**src/rtl/hwthr_pkg.sv**
```systemverilog
// Shared definitions for the half-wave tip heater regulator.
// Operation codes, register indexes, reset values and divide-by-ten constants.
// No dependencies.
package hwthr_pkg;

   localparam int TEMP_BITS_DEF    = 10;
   localparam int HISTORY_BITS_DEF = 32;
   localparam int PERIOD_BITS      = 8;
   localparam int POWER_HIST_BITS  = 32;

   localparam int TARGET_RESET     = 320;
   localparam int STANDBY_RESET    = 150;
   localparam int TEMP_LIMIT_RESET = 450;
   localparam int MAX_ON_RESET     = 4;

   localparam int HYSTERESIS       = 3;

   // x / 10 == (x * 0xCCCD) >> 19 holds exactly for every 16-bit x
   localparam int          DIV10_IN_BITS = 16;
   localparam int          DIV10_SHIFT   = 19;
   localparam int          DIV10_Q_BITS  = DIV10_IN_BITS - 3;
   localparam logic [15:0] DIV10_MUL     = 16'hCCCD;

   localparam int CSR_INDEX_BITS = 2;

   typedef enum logic [1:0] {
      OP_REGULATE = 2'd0,
      OP_TICK     = 2'd1,
      OP_HALT     = 2'd2
   } op_type;

   typedef enum logic [CSR_INDEX_BITS-1:0] {
      CSR_TARGET_TEMP    = 2'd0,
      CSR_STANDBY_TEMP   = 2'd1,
      CSR_TEMP_LIMIT     = 2'd2,
      CSR_MAX_ON_PERIODS = 2'd3
   } csr_index_type;

endpackage

```
**src/rtl/hwthr_ifs.sv**
```systemverilog
// Channel interfaces of the half-wave tip heater regulator: request, response, csr write.
// Depends on hwthr_pkg.
interface hwthr_req_if #(
   parameter int TEMP_BITS = hwthr_pkg::TEMP_BITS_DEF
);
   logic                 valid;
   logic                 ready;
   logic [1:0]           operation;
   logic [TEMP_BITS-1:0] tip_temp;
   logic                 standby;

   modport source (output valid, output operation, output tip_temp, output standby,
                   input ready);
   modport sink   (input valid, input operation, input tip_temp, input standby,
                   output ready);
endinterface

interface hwthr_rsp_if;
   logic                                   valid;
   logic                                   ready;
   logic                                   heater_on;
   logic                                   start_measure;
   logic [hwthr_pkg::PERIOD_BITS-1:0]      power_bar;
   logic [hwthr_pkg::POWER_HIST_BITS-1:0]  power_history;
   logic [hwthr_pkg::PERIOD_BITS-1:0]      periods_left;

   modport source (output valid, output heater_on, output start_measure, output power_bar,
                   output power_history, output periods_left, input ready);
   modport sink   (input valid, input heater_on, input start_measure, input power_bar,
                   input power_history, input periods_left, output ready);
endinterface

interface hwthr_csr_if #(
   parameter int TEMP_BITS = hwthr_pkg::TEMP_BITS_DEF
);
   logic                                  valid;
   logic                                  ready;
   logic [hwthr_pkg::CSR_INDEX_BITS-1:0]  index;
   logic [TEMP_BITS-1:0]                  data;

   modport source (output valid, output index, output data, input ready);
   modport sink   (input valid, input index, input data, output ready);
endinterface

```
**src/rtl/half_wave_tip_heater_regulator.sv**
```systemverilog
// Half-wave tip heater regulator: a request beat passes the input register, then the state and
// response register that drives the response beat. Throughput one beat per cycle while the
// response channel does not stall; the divide by ten is a 16x16 reciprocal multiply inside
// the single compute stage. Synchronous reset empties both stages, clears the heater state and
// loads register defaults. Depends on hwthr_pkg and the channel interfaces in hwthr_ifs.
module half_wave_tip_heater_regulator #(
   parameter int TEMP_BITS    = hwthr_pkg::TEMP_BITS_DEF,
   parameter int HISTORY_BITS = hwthr_pkg::HISTORY_BITS_DEF
) (
   input  logic         clock,
   input  logic         reset,
   hwthr_req_if.sink    req_ch,
   hwthr_rsp_if.source  rsp_ch,
   hwthr_csr_if.sink    csr_ch
);

   localparam int PB       = hwthr_pkg::PERIOD_BITS;
   localparam int PH       = hwthr_pkg::POWER_HIST_BITS;
   localparam int HIST_EXT = (HISTORY_BITS > PH) ? HISTORY_BITS : PH;
   localparam int QB       = hwthr_pkg::DIV10_Q_BITS;

   // configuration
   logic [TEMP_BITS-1:0] target_ff, standby_temp_ff, temp_limit_ff;
   logic [PB-1:0]        max_on_ff;

   // input stage
   logic                 s1_valid_ff;
   logic [1:0]           s1_op_ff;
   logic [TEMP_BITS-1:0] s1_tip_ff;
   logic                 s1_standby_ff;

   // regulator state, also the response payload
   logic [PB-1:0]           remaining_ff, remaining_in;
   logic [PB-1:0]           bar_ff, bar_in;
   logic [HISTORY_BITS-1:0] hist_ff, hist_in;
   logic                    heater_ff, heater_in;
   logic                    measure_ff, measure_in;
   logic                    rsp_valid_ff;

   logic                    advance;
   logic [TEMP_BITS-1:0]    goal;
   logic                    heat_needed;
   logic [TEMP_BITS-1:0]    diff;
   logic [31:0]             prod;
   logic [QB-1:0]           quot;
   logic [PB-1:0]           count;
   logic                    powered;
   logic [HIST_EXT-1:0]     hist_ext;

   // state only moves when the response slot is free, so it doubles as the output register
   assign advance      = s1_valid_ff && (!rsp_valid_ff || rsp_ch.ready);
   assign req_ch.ready = !s1_valid_ff || advance;
   assign csr_ch.ready = 1'b1;

   always_ff @(posedge clock) begin
      if (reset) begin
         target_ff       <= TEMP_BITS'(hwthr_pkg::TARGET_RESET);
         standby_temp_ff <= TEMP_BITS'(hwthr_pkg::STANDBY_RESET);
         temp_limit_ff   <= TEMP_BITS'(hwthr_pkg::TEMP_LIMIT_RESET);
         max_on_ff       <= PB'(hwthr_pkg::MAX_ON_RESET);
      end else if (csr_ch.valid) begin
         case (hwthr_pkg::csr_index_type'(csr_ch.index))
            hwthr_pkg::CSR_TARGET_TEMP:    target_ff       <= csr_ch.data;
            hwthr_pkg::CSR_STANDBY_TEMP:   standby_temp_ff <= csr_ch.data;
            hwthr_pkg::CSR_TEMP_LIMIT:     temp_limit_ff   <= csr_ch.data;
            hwthr_pkg::CSR_MAX_ON_PERIODS: max_on_ff       <= csr_ch.data[PB-1:0];
            default: ;
         endcase
      end
   end

   always_ff @(posedge clock) begin
      if (reset) begin
         s1_valid_ff <= 1'b0;
      end else if (req_ch.ready) begin
         s1_valid_ff <= req_ch.valid;
      end
   end

   always_ff @(posedge clock) begin
      if (req_ch.ready && req_ch.valid) begin
         s1_op_ff      <= req_ch.operation;
         s1_tip_ff     <= req_ch.tip_temp;
         s1_standby_ff <= req_ch.standby;
      end
   end

   // regulate: on-period count from the temperature deficit
   always_comb begin
      goal = target_ff;
      if (s1_standby_ff && (target_ff > standby_temp_ff)) begin
         goal = standby_temp_ff;
      end
      heat_needed = (({1'b0, s1_tip_ff} + (TEMP_BITS + 1)'(hwthr_pkg::HYSTERESIS))
                     < {1'b0, goal});
      diff = goal - s1_tip_ff;
      prod = 32'(hwthr_pkg::DIV10_IN_BITS'(diff)) * 32'(hwthr_pkg::DIV10_MUL);
      quot = QB'(prod >> hwthr_pkg::DIV10_SHIFT);
      if (quot > QB'(max_on_ff)) begin
         count = max_on_ff;
      end else if (quot == '0) begin
         count = PB'(1);
      end else begin
         count = quot[PB-1:0];
      end
   end

   assign powered = (remaining_ff != '0) && (s1_tip_ff < temp_limit_ff);

   always_comb begin
      remaining_in = remaining_ff;
      bar_in       = bar_ff;
      hist_in      = hist_ff;
      heater_in    = heater_ff;
      measure_in   = 1'b0;
      case (hwthr_pkg::op_type'(s1_op_ff))
         hwthr_pkg::OP_REGULATE: begin
            remaining_in = heat_needed ? count : '0;
         end
         hwthr_pkg::OP_TICK: begin
            bar_in    = remaining_ff;
            hist_in   = {hist_ff[HISTORY_BITS-2:0], powered};
            heater_in = powered;
            if (powered) begin
               remaining_in = remaining_ff - PB'(1);
            end else begin
               measure_in = 1'b1;
            end
         end
         hwthr_pkg::OP_HALT: begin
            remaining_in = '0;
            heater_in    = 1'b0;
         end
         default: ;
      endcase
   end

   always_ff @(posedge clock) begin
      if (reset) begin
         remaining_ff <= '0;
         bar_ff       <= '0;
         hist_ff      <= '0;
         heater_ff    <= 1'b0;
         measure_ff   <= 1'b0;
      end else if (advance) begin
         remaining_ff <= remaining_in;
         bar_ff       <= bar_in;
         hist_ff      <= hist_in;
         heater_ff    <= heater_in;
         measure_ff   <= measure_in;
      end
   end

   always_ff @(posedge clock) begin
      if (reset) begin
         rsp_valid_ff <= 1'b0;
      end else if (advance) begin
         rsp_valid_ff <= 1'b1;
      end else if (rsp_ch.ready) begin
         rsp_valid_ff <= 1'b0;
      end
   end

   assign hist_ext = HIST_EXT'(hist_ff);

   assign rsp_ch.valid         = rsp_valid_ff;
   assign rsp_ch.heater_on     = heater_ff;
   assign rsp_ch.start_measure = measure_ff;
   assign rsp_ch.power_bar     = bar_ff;
   assign rsp_ch.power_history = hist_ext[PH-1:0];
   assign rsp_ch.periods_left  = remaining_ff;

endmodule

```
**src/flat_wrapper.sv**
```systemverilog
// flat-port wrapper written by rule: the top's interface ports become plain ports
module half_wave_tip_heater_regulator_flat 
#(
   parameter int TEMP_BITS    = hwthr_pkg::TEMP_BITS_DEF,
   parameter int HISTORY_BITS = hwthr_pkg::HISTORY_BITS_DEF
)
  (clock, reset, req_ch_valid, req_ch_operation, req_ch_tip_temp, req_ch_standby, req_ch_ready, rsp_ch_valid, rsp_ch_heater_on, rsp_ch_start_measure, rsp_ch_power_bar, rsp_ch_power_history, rsp_ch_periods_left, rsp_ch_ready, csr_ch_valid, csr_ch_index, csr_ch_data, csr_ch_ready);
  hwthr_req_if #(.TEMP_BITS(TEMP_BITS)) req_ch_i ();
  hwthr_rsp_if rsp_ch_i ();
  hwthr_csr_if #(.TEMP_BITS(TEMP_BITS)) csr_ch_i ();
  input  logic clock;
  input  logic reset;
  input wire logic [$bits(req_ch_i.valid)-1:0] req_ch_valid;
  input wire logic [$bits(req_ch_i.operation)-1:0] req_ch_operation;
  input wire logic [$bits(req_ch_i.tip_temp)-1:0] req_ch_tip_temp;
  input wire logic [$bits(req_ch_i.standby)-1:0] req_ch_standby;
  output wire logic [$bits(req_ch_i.ready)-1:0] req_ch_ready;
  output wire logic [$bits(rsp_ch_i.valid)-1:0] rsp_ch_valid;
  output wire logic [$bits(rsp_ch_i.heater_on)-1:0] rsp_ch_heater_on;
  output wire logic [$bits(rsp_ch_i.start_measure)-1:0] rsp_ch_start_measure;
  output wire logic [$bits(rsp_ch_i.power_bar)-1:0] rsp_ch_power_bar;
  output wire logic [$bits(rsp_ch_i.power_history)-1:0] rsp_ch_power_history;
  output wire logic [$bits(rsp_ch_i.periods_left)-1:0] rsp_ch_periods_left;
  input wire logic [$bits(rsp_ch_i.ready)-1:0] rsp_ch_ready;
  input wire logic [$bits(csr_ch_i.valid)-1:0] csr_ch_valid;
  input wire logic [$bits(csr_ch_i.index)-1:0] csr_ch_index;
  input wire logic [$bits(csr_ch_i.data)-1:0] csr_ch_data;
  output wire logic [$bits(csr_ch_i.ready)-1:0] csr_ch_ready;
  assign req_ch_i.valid = req_ch_valid;
  assign req_ch_i.operation = req_ch_operation;
  assign req_ch_i.tip_temp = req_ch_tip_temp;
  assign req_ch_i.standby = req_ch_standby;
  assign req_ch_ready = req_ch_i.ready;
  assign rsp_ch_valid = rsp_ch_i.valid;
  assign rsp_ch_heater_on = rsp_ch_i.heater_on;
  assign rsp_ch_start_measure = rsp_ch_i.start_measure;
  assign rsp_ch_power_bar = rsp_ch_i.power_bar;
  assign rsp_ch_power_history = rsp_ch_i.power_history;
  assign rsp_ch_periods_left = rsp_ch_i.periods_left;
  assign rsp_ch_i.ready = rsp_ch_ready;
  assign csr_ch_i.valid = csr_ch_valid;
  assign csr_ch_i.index = csr_ch_index;
  assign csr_ch_i.data = csr_ch_data;
  assign csr_ch_ready = csr_ch_i.ready;
  half_wave_tip_heater_regulator #(.TEMP_BITS(TEMP_BITS), .HISTORY_BITS(HISTORY_BITS)) u_core (.clock(clock), .reset(reset), .req_ch(req_ch_i), .rsp_ch(rsp_ch_i), .csr_ch(csr_ch_i));
endmodule
```
**config.mk**
```make
export PLATFORM = sky130hd
export DESIGN_NAME = half_wave_tip_heater_regulator_flat
export DESIGN_NICKNAME = d
export VERILOG_FILES = /design/src/rtl/hwthr_pkg.sv /design/src/rtl/hwthr_ifs.sv /design/src/rtl/half_wave_tip_heater_regulator.sv /design/src/flat_wrapper.sv
export SDC_FILE = /design/constraint.sdc
export NUM_CORES = 1
export LEC_CHECK = 0
export ABC_AREA = 1
export BUFFER_PORTS_ARGS = -buffer_cell sky130_fd_sc_hd__buf_2
export CAP_MARGIN = 20
export CORE_MARGIN = 2
export CORE_UTILIZATION = 40
export DETAILED_ROUTE_END_ITERATION = 6
export GPL_ROUTABILITY_DRIVEN = 0
export PLACE_DENSITY = 0.63
export SLEW_MARGIN = 20
export SYNTH_ARGS = -nofsm -noshare
export SYNTH_HDL_FRONTEND = slang
export SYNTH_SLANG_ARGS = --single-unit
```
**constraint.sdc**
```tcl
create_clock -name clock -period 7.8 [get_ports clock]
set_input_delay 1.17 -clock clock [delete_from_list [all_inputs] [get_ports clock]]
set_output_delay 1.17 -clock clock [all_outputs]
set_load 0.02 [all_outputs]
```
==> Word level (Yosys, flattened, before mapping) <==
Cells that the tools add are included.
{ "totals": {"inputBits": 30, "wordCells": 61, "regBits": 103} }
{ "op_classes": {"n_mux": 11, "order_cmp": 4, "eq_ne": 6, "n_addsub": 3, "multipliers": 1, "n_reduce_logical": 22} }
{ "ops": {"columns": ["operator", "n"], "rows": [
  ["multiplier 10 x 16 -> 26 bit, second input constant", 1],
  ["2-to-1 mux 8 bit", 3],
  ["one-hot mux 8 bit (3 select lines)", 1],
  ["zero test 13 bit", 1],
  ["AND reduction 2 bit", 6],
  ["adder 10 x 2 -> 11 bit, second input constant", 1],
  ["< comparator 11 x 10 -> 1 bit", 1],
  ["> comparator 10 bit", 1],
  ["< comparator 10 bit", 1],
  ["2-to-1 mux 10 bit", 1],
  ["subtractor 10 bit", 1],
  ["> comparator 7 x 8 -> 1 bit", 1],
  ["nonzero test 8 bit", 1],
  ["subtractor 8 x 1 -> 8 bit, second input constant", 1],
  ["2-to-1 mux 7 bit", 1],
  ["equality test 2 bit, second input constant", 3],
  ["equality test 2 x 1 -> 1 bit, second input constant", 2],
  ["logical AND 1 bit", 4],
  ["zero test 2 bit", 2],
  ["2-to-1 mux 1 bit", 4],
  ["nonzero test 2 bit", 2],
  ["AND reduction 3 bit", 1],
  ["nonzero test 3 bit", 1],
  ["zero test 1 bit", 2],
  ["other kinds (3)", 4]
]} }

==> Longest topological paths before layout <==
Gate-level depths: netlist (run 1).
{ "depth": {"word_depth": 10, "ltp_mapped": 59, "depth_no_buf": 57} }

==> Worst setup path before layout (run 1) <==
OpenSTA, ideal clock, no wires.
{ "synth_timing": {"kind": "flip-flop to flip-flop", "from": "register u_core.standby_temp_ff[7]", "to": "register u_core.remaining_ff[4], in the netlist u_core.rsp_ch.periods_left[4]", "path_stages_with_launch": 54, "arrival_time_ns": 8.277, "path_slack_ns": -0.586, "required_ns": 7.691, "path_buffers": 2, "path_cell_list": "dfxtp_1 inv_1 ha_1 a21oi_1 nor2_1 a211oi_1 nand3_1 nand3_1 buf_2 buf_2 nand2_1 o21ai_0 inv_1 ha_1 fa_1 inv_1 a21oi_1 o21bai_1 [... 18 more ...] nand2_1 nand2_1 nand2_1 nand2_1 a21oi_1 nand2_1 nand2_1 nand2_2 ha_1 inv_1 o311ai_0 nand2_1 inv_1 nor2_1 o21ai_0 nand3_1 nand2_1 inv_1"} }
{ "synth_via": {"elab_chain_len": 10, "elab_cells_between_ends": 12, "cone_classes": "1 x add/sub; 1 x mul; 3 x order compare; 5 x mux; 2 x reduce/logical"} }
{ "synth_lines": {"columns": ["element", "line_no", "source"], "rows": [
  ["from (decl)", "half_wave_tip_heater_regulator.sv:23", "logic [TEMP_BITS-1:0] target_ff, standby_temp_ff, temp_limit_ff;"],
  ["from (signal assigned)", "half_wave_tip_heater_regulator.sv:58", "standby_temp_ff <= TEMP_BITS'(hwthr_pkg::STANDBY_RESET);"],
  ["from (signal assigned)", "half_wave_tip_heater_regulator.sv:64", "hwthr_pkg::CSR_STANDBY_TEMP: standby_temp_ff <= csr_ch.data;"],
  ["> comparator 10 bit", "half_wave_tip_heater_regulator.sv:91", "if (s1_standby_ff && (target_ff > standby_temp_ff)) begin"],
  ["logical AND 1 bit", "half_wave_tip_heater_regulator.sv:91", null],
  ["2-to-1 mux 10 bit *", "half_wave_tip_heater_regulator.sv:91", null],
  ["branches (longest 5 deep; another with multiplier 10 x 16 -> 26 bit)", null, null],
  ["2-to-1 mux 8 bit *", "half_wave_tip_heater_regulator.sv:118", "remaining_in = heat_needed ? count : '0;"],
  ["one-hot mux 8 bit (3 select lines) *", "half_wave_tip_heater_regulator.sv:116", "case (hwthr_pkg::op_type'(s1_op_ff))"],
  ["to (signal assigned)", "half_wave_tip_heater_regulator.sv:146", "remaining_ff <= remaining_in;"],
  ["to (decl)", "half_wave_tip_heater_regulator.sv:33", "logic [PB-1:0] remaining_ff, remaining_in;"]
]} }
Mark *: on every way between the ends.
A chain may end at the register's enable or synchronous reset.

==> Worst setup path in the final report (run 1) <==
{ "layout_timing": {"from": "register u_core.standby_temp_ff[9]", "to": "register u_core.remaining_ff[1], in the netlist u_core.rsp_ch.periods_left[1]"} }
Same word-level chain as after synthesis.

==> impl_metrics.tcl, run 1 <==
set metrics [dict create \
    start_util 0.408 \
    cts-root-buf "clkbuf_16" \
    synth_top_area_frac 0.218 \
    wl_mm 21.1 \
    viasPerCell 4.83 \
    grt_max_degree 54 \
    maxCapViolCount 0 \
    drcViolationCount 0 \
    fmax_mhz 123 \
    yosysMostFrequentCell "nand2_1" \
    use_met2 0.328 \
    cp_top_family "adder cells" \
    synthAdderAreaFrac 0.254 \
    num_rows 52 \
    muxShareOfSynthArea 0 \
    gr-usage-met1 0.276 \
    overflow 0 \
    synth-seq-area-share 0.266 \
    hp-class "register to register" \
    antenna_left 0 \
    synth_area_leaders "dfxtp_1 22%, ha_1 18%, nand2_1 10%, inv_1 10%, fa_1 7.5%" \
    synth_cell_type_count 44 \
    synth_seq_cells 103 \
    busiest_layer "met2" \
    worst-path-stages 51 \
    htree_levels 3 \
    setup_viol 7 \
    cts.sinks 103 \
    synthesis.area_mm2 0.00825 \
    critPathLaunchType "register" \
    criticalPathCategory "register to register" \
    fin_util 0.521 \
    r2r_cells 51 \
    arrival_ps 8410 \
    nFillCells 1977 \
    synthFlopType "dfxtp_1" \
    grtUsageMet3 0.0160 \
    layout-drive-gt1-share 0.273 \
    ys_warn_count 0 \
    crit_top_cell "nand2_1" \
    synth-edff-count 13 \
    cts_buffers 9 \
    hold_viol 0 \
    clk_latency_ps 350 \
    min_period_over_period 1.05 \
    status "complete, but fails checks" \
    synth_nets 1305 \
    violations "negative setup slack" \
    grt_antenna_before_repair 0 \
    cp_max_fo 5 \
    synth_compound_area_frac 0.125 \
    async_flop_share 0 \
    cts_tree "yes" \
    crit_required_ps 8050 \
    synth_top_cells_by_count "221 x nand2_1, 219 x inv_1, 118 x ha_1, 103 x a21oi_1, 90 x dfxtp_1" \
    r2r_end "u_core.rsp_ch.periods_left[1]" \
    end_kind "register" \
    area_growth_pct 27.6 \
    reg2reg_slack_ps -360 \
    die_area_mm2 0.0218 \
    portBuffers 81 \
    max_stage_delay_ps 570 \
    die_x_um 148 \
    die_y_um 148 \
    cp-endpoint "u_core.rsp_ch.periods_left[1]" \
    antenna_cells 0 \
    clk_pin_slew_worst_paths_ps 80 \
    drt-pass1-iter-count 5 \
    nNetsFinal 1476 \
    clk_path_buf_depth 2 \
    synthSimpleGateAreaFrac 0.219 \
    via_count 7593 \
    hold_path_depth 2 \
    synth_top_cell_by_area "dfxtp_1" \
    io_pins 83 \
    routedWlPerCell_um 13.4 \
    setup.worst_path.start "u_core.standby_temp_ff[9]" \
    grt_pass1_wl_mm 35.1 \
    critPathSlowestCell "fa_1" \
    core-area_mm2 0.0202 \
    dr.first_iter.drc_count 399 \
    synth_top_family_by_area "adder cells" \
    netlist_instances 1126 \
    r2r_start "u_core.standby_temp_ff[9]" \
    globalRouteTotalUtil 0.195 \
    tightest_slew_ps 1040 \
    drv_slew 0 \
    setup_ws_ps -356 \
    slew_headroom 0.307 \
    path_buf_inv 8 \
    syn_avg_cell_area_um2 7.33 \
    timing.final.crit_period_ps 8160 \
    first_global_vias 7279 \
    synth-xor-area-share 0.0202 \
    hpwlAfterDp_mm 16.2 \
    fin_worst_skew_ps 8.93 \
    rsz0062_at_grt "true" \
]
## worst register-to-register path: cells and delay by family, from the launching register on
| kind | cells | cell delay [ps] |
|---|---|---|
| adders and majority gates | 9 | 3530 |
| and+or+nand+nor | 23 | 2190 |
| AOI/OAI and AO/OA | 11 | 1430 |
| buffers and inverters | 8 | 600 |
| DFF | 1 | 330 |
## cells by family (layout without fill, tap and decap cells)
kind of cell	Yosys count	after routing
adders and majority gates	149	149
buffers and inverters	252	426
and+or+nand+nor	416	418
AOI/OAI and AO/OA	186	186
DFF	103	103
other	1	1
xor gates and xnor gates	19	19
## worst min-delay path by stage
stage / startpoint / slack, ps / end
after floorplan: u_core.temp_limit_ff[2] / 430 / u_core.temp_limit_ff[2]
after global placement: u_core.rsp_ch.power_bar[0] / 450 / u_core.rsp_ch.power_bar[0]
after detailed placement: u_core.rsp_ch.power_bar[1] / 450 / u_core.rsp_ch.power_bar[1]
after CTS: u_core.rsp_ch.power_bar[1] / 460 / u_core.rsp_ch.power_bar[1]
after global routing: u_core.rsp_ch.power_bar[5] / 480 / u_core.rsp_ch.power_bar[5]
final: u_core.rsp_ch.power_bar[5] / 460 / u_core.rsp_ch.power_bar[5]
## layer usage
metal | part of all wire | wire length (um)
met5 | 0 | 0
met4 | 0.0067 | 142
met3 | 0.030 | 629
met2 | 0.47 | 10000
met1 | 0.49 | 10300
## metrics by stage
| step | setup slack (ps) | cell area, um2 | cells | hold slack [ps] | setup TNS, ps |
|---|---|---|---|---|---|
| 2_1_floorplan | 5.51 | 8390 | 1126 | 433 | 0 |
| 3_3_place_gp | -307 | 9610 | 1528 | 446 | -1920 |
| 3_5_place_dp | -468 | 9610 | 1528 | 450 | -3040 |
| 4_1_cts | -144 | 10300 | 1562 | 463 | -752 |
| 5_1_grt | -783 | 10500 | 1572 | 476 | -5250 |
| 6_report | -356 | 10500 | 1572 | 460 | -2140 |
## flip-flops by register name (all words and copies together) (netlist names)
signal	flops
u_core.rsp_ch.power_history	32
u_core.s1_tip_ff	10
u_core.standby_temp_ff	10
u_core.target_ff	10
u_core.temp_limit_ff	10
u_core.max_on_ff	8
u_core.rsp_ch.periods_left	8
u_core.rsp_ch.power_bar	8
u_core.s1_op_ff	2
u_core.rsp_ch.heater_on	1
u_core.rsp_ch.start_measure	1
u_core.rsp_ch.valid	1
u_core.s1_standby_ff	1
u_core.s1_valid_ff	1
## repair_timing
item / CTS / global route
setup endpoints to repair: 7 / 7
pin swaps: 43 / 59
resized for setup: 55 / 60
hold buffers: 0 / 0
setup buffers: 16 / 10
cloned: 2 / 0
## cells in the final DEF, fill, tap and decap left out, types with 4 or more instances in the layout
master	instances
dfxtp_1	86
o211ai_1	10
a21oi_2	9
buf_2	81
o21a_1	4
nand3_1	64
ha_1	103
fa_1	26
nor2_1	58
clkbuf_16	9
dfxtp_2	4
xor2_1	14
nor2_2	21
buf_4	106
nand2_4	9
inv_1	199
o21ai_2	6
xnor2_1	4
o21ai_0	39
inv_2	20
nand3_2	6
fa_2	5
o21ai_1	9
a21oi_1	94
nor2_4	5
nand4_1	10
nand2_1	195
nand2_2	31
edfxtp_1	13
nor3_1	4
ha_4	15
nor3_2	6
## final cells by class
| class | instances | area [um2] | area share |
|---|---|---|---|
| clock buffers | 9 | 225 | 0.0214 |
| multi-input cells | 773 | 5650 | 0.537 |
| flip-flops and latches | 103 | 2200 | 0.209 |
| well taps | 270 | 338 | 0.0321 |
| repair buffers | 188 | 1210 | 0.115 |
| clock inverters | 7 | 65.1 | 0.00618 |
| inverters | 222 | 843 | 0.0801 |
Power of run 1 is left out: the tool's default activity adds up to more than one toggle a clock period on the data nets, which glitch-free logic cannot reach.
==> inputs of run 2 (changes only) <==
--- a/config.mk
+++ b/config.mk
@@ -8,8 +8,9 @@
 export ABC_AREA = 1
 export BUFFER_PORTS_ARGS = -buffer_cell sky130_fd_sc_hd__buf_2
 export CAP_MARGIN = 20
-export CORE_MARGIN = 2
+export CORE_ASPECT_RATIO = 1.5
 export CORE_UTILIZATION = 40
+export CTS_BUF_LIST = sky130_fd_sc_hd__clkbuf_4
 export DETAILED_ROUTE_END_ITERATION = 6
 export GPL_ROUTABILITY_DRIVEN = 0
 export PLACE_DENSITY = 0.63
==> impl_metrics.tcl, run 2 (synthesis gave the netlist of run 1 again) <==
set metrics [dict create \
    max_stage_delay_ps 350 \
    grt_pass1_wl_mm 37.4 \
    die_x_um 119 \
    globalRouteTotalUtil 0.222 \
    hold_path_depth 2 \
    die_area_mm2 0.0212 \
    min_period_over_period 1.05 \
    maxCapViolCount 0 \
    hold_viol 0 \
    clk_latency_ps 450 \
    slew_headroom 0.316 \
    num_rows 64 \
    drv_slew 0 \
    fin_worst_skew_ps 15.2 \
    antenna_left 0 \
    viasPerCell 4.95 \
    hp-class "register to register" \
    cts_tree "yes" \
    die_y_um 178 \
    via_count 7913 \
    htree_levels 3 \
    routedWlPerCell_um 14.4 \
    overflow 0 \
    dr.first_iter.drc_count 291 \
    criticalPathCategory "register to register" \
    r2r_cells 63 \
    rsz0062_at_grt "true" \
    cp_max_fo 8 \
    critPathLaunchType "register" \
    arrival_ps 8550 \
    timing.final.crit_period_ps 8180 \
    end_kind "register" \
    nNetsFinal 1507 \
    setup_viol 7 \
    largest_register_ffs 32 \
    crit_required_ps 8160 \
    crit_top_cell "buf_4" \
    grt_antenna_before_repair 1 \
    layout-drive-gt1-share 0.293 \
    fin_util 0.523 \
    fmax_mhz 122 \
    cts_buffers 9 \
    core-area_mm2 0.0203 \
    violations "negative setup slack" \
    clk_path_buf_depth 2 \
    area_growth_pct 28.8 \
    drcViolationCount 0 \
    layout_common_cells "200 x inv_1, 192 x nand2_1, 138 x buf_4, 98 x ha_1, 94 x a21oi_1" \
    final_common_cell "inv_1" \
    portBuffers 81 \
    clk_pin_slew_worst_paths_ps 160 \
    first_global_vias 7927 \
    setup_ws_ps -382 \
    status "complete, but fails checks" \
    hpwlAfterDp_mm 17.4 \
    tightest_slew_ps 1020 \
    ctsHoldBuffers 0 \
    start_util 0.406 \
    critPathSlowestCell "dfxtp_2" \
    cts.sinks 103 \
    wl_mm 23.0 \
    cts-root-buf "clkbuf_4" \
    grt_max_degree 54 \
    post-place-ws_ps -453 \
    drt-pass1-iter-count 4 \
    io_pins 83 \
]
-- run 2: per-stage QoR --
stage / cell area, um2 / instances / setup TNS (ps) / hold WS [ps]
after global routing: 10600 / 1598 / -5520 / 488
after floorplan: 8390 / 1126 / 0 / 433
after global placement: 9600 / 1522 / -2300 / 446
after detailed placement: 9610 / 1522 / -2940 / 453
after CTS: 10300 / 1589 / -1340 / 474
final: 10600 / 1598 / -2520 / 473
-- run 2: final timing paths --
| kind | startpoint | to | slack (ps) |
|---|---|---|---|
| worst min register to register | u_core.rsp_ch.power_bar[0] | u_core.rsp_ch.power_bar[0] | 470 |
| worst max register to register | u_core.standby_temp_ff[7] | u_core.rsp_ch.periods_left[2] | -380 |
| worst max-delay path | u_core.standby_temp_ff[7] | u_core.rsp_ch.periods_left[2] | -380 |
| worst min-delay path | u_core.rsp_ch.power_bar[0] | u_core.rsp_ch.power_bar[0] | 470 |
-- run 2: metal layers --
| metal | vias up | routed length, um | track usage |
|---|---|---|---|
| li1 | 3993 | - | - |
| met2 | 178 | 12300 | 0.439 |
| met4 | 0 | 1240 | 0.129 |
| met1 | 3675 | 8730 | 0.217 |
| met3 | 67 | 736 | 0.0289 |
| met5 | - | 0 | 0 |
-- run 2: what timing repair did --
item,CTS,global route
endpoints found under the setup margin,7,7
gates resized for setup,56,64
gates cloned,1,0
setup buffers,50,8
hold endpoints to repair,0,0
pin swaps,47,36
-- run 2: area by class of cell --
type | instances | area [um2]
diodes | 1 | 2.50
inverters | 222 | 836
well taps | 264 | 330
multi-input cells | 772 | 5690
clock buffers | 10 | 75.1
repair buffers | 220 | 1450
flip-flops and latches | 103 | 2200
fillers | 1992 | 9710
clock inverters | 6 | 40.0
-- run 2: worst max-delay path: cells and delay by family (launching register included) --
kind                       cells  cell delay, ps
AOI/OAI and AO/OA              5             660
adders and majority gates      2             530
buffers and inverters         44            5320
DFF                            1             350
and+or+nand+nor               12            1230
Power of run 2 is left out for the same reason.
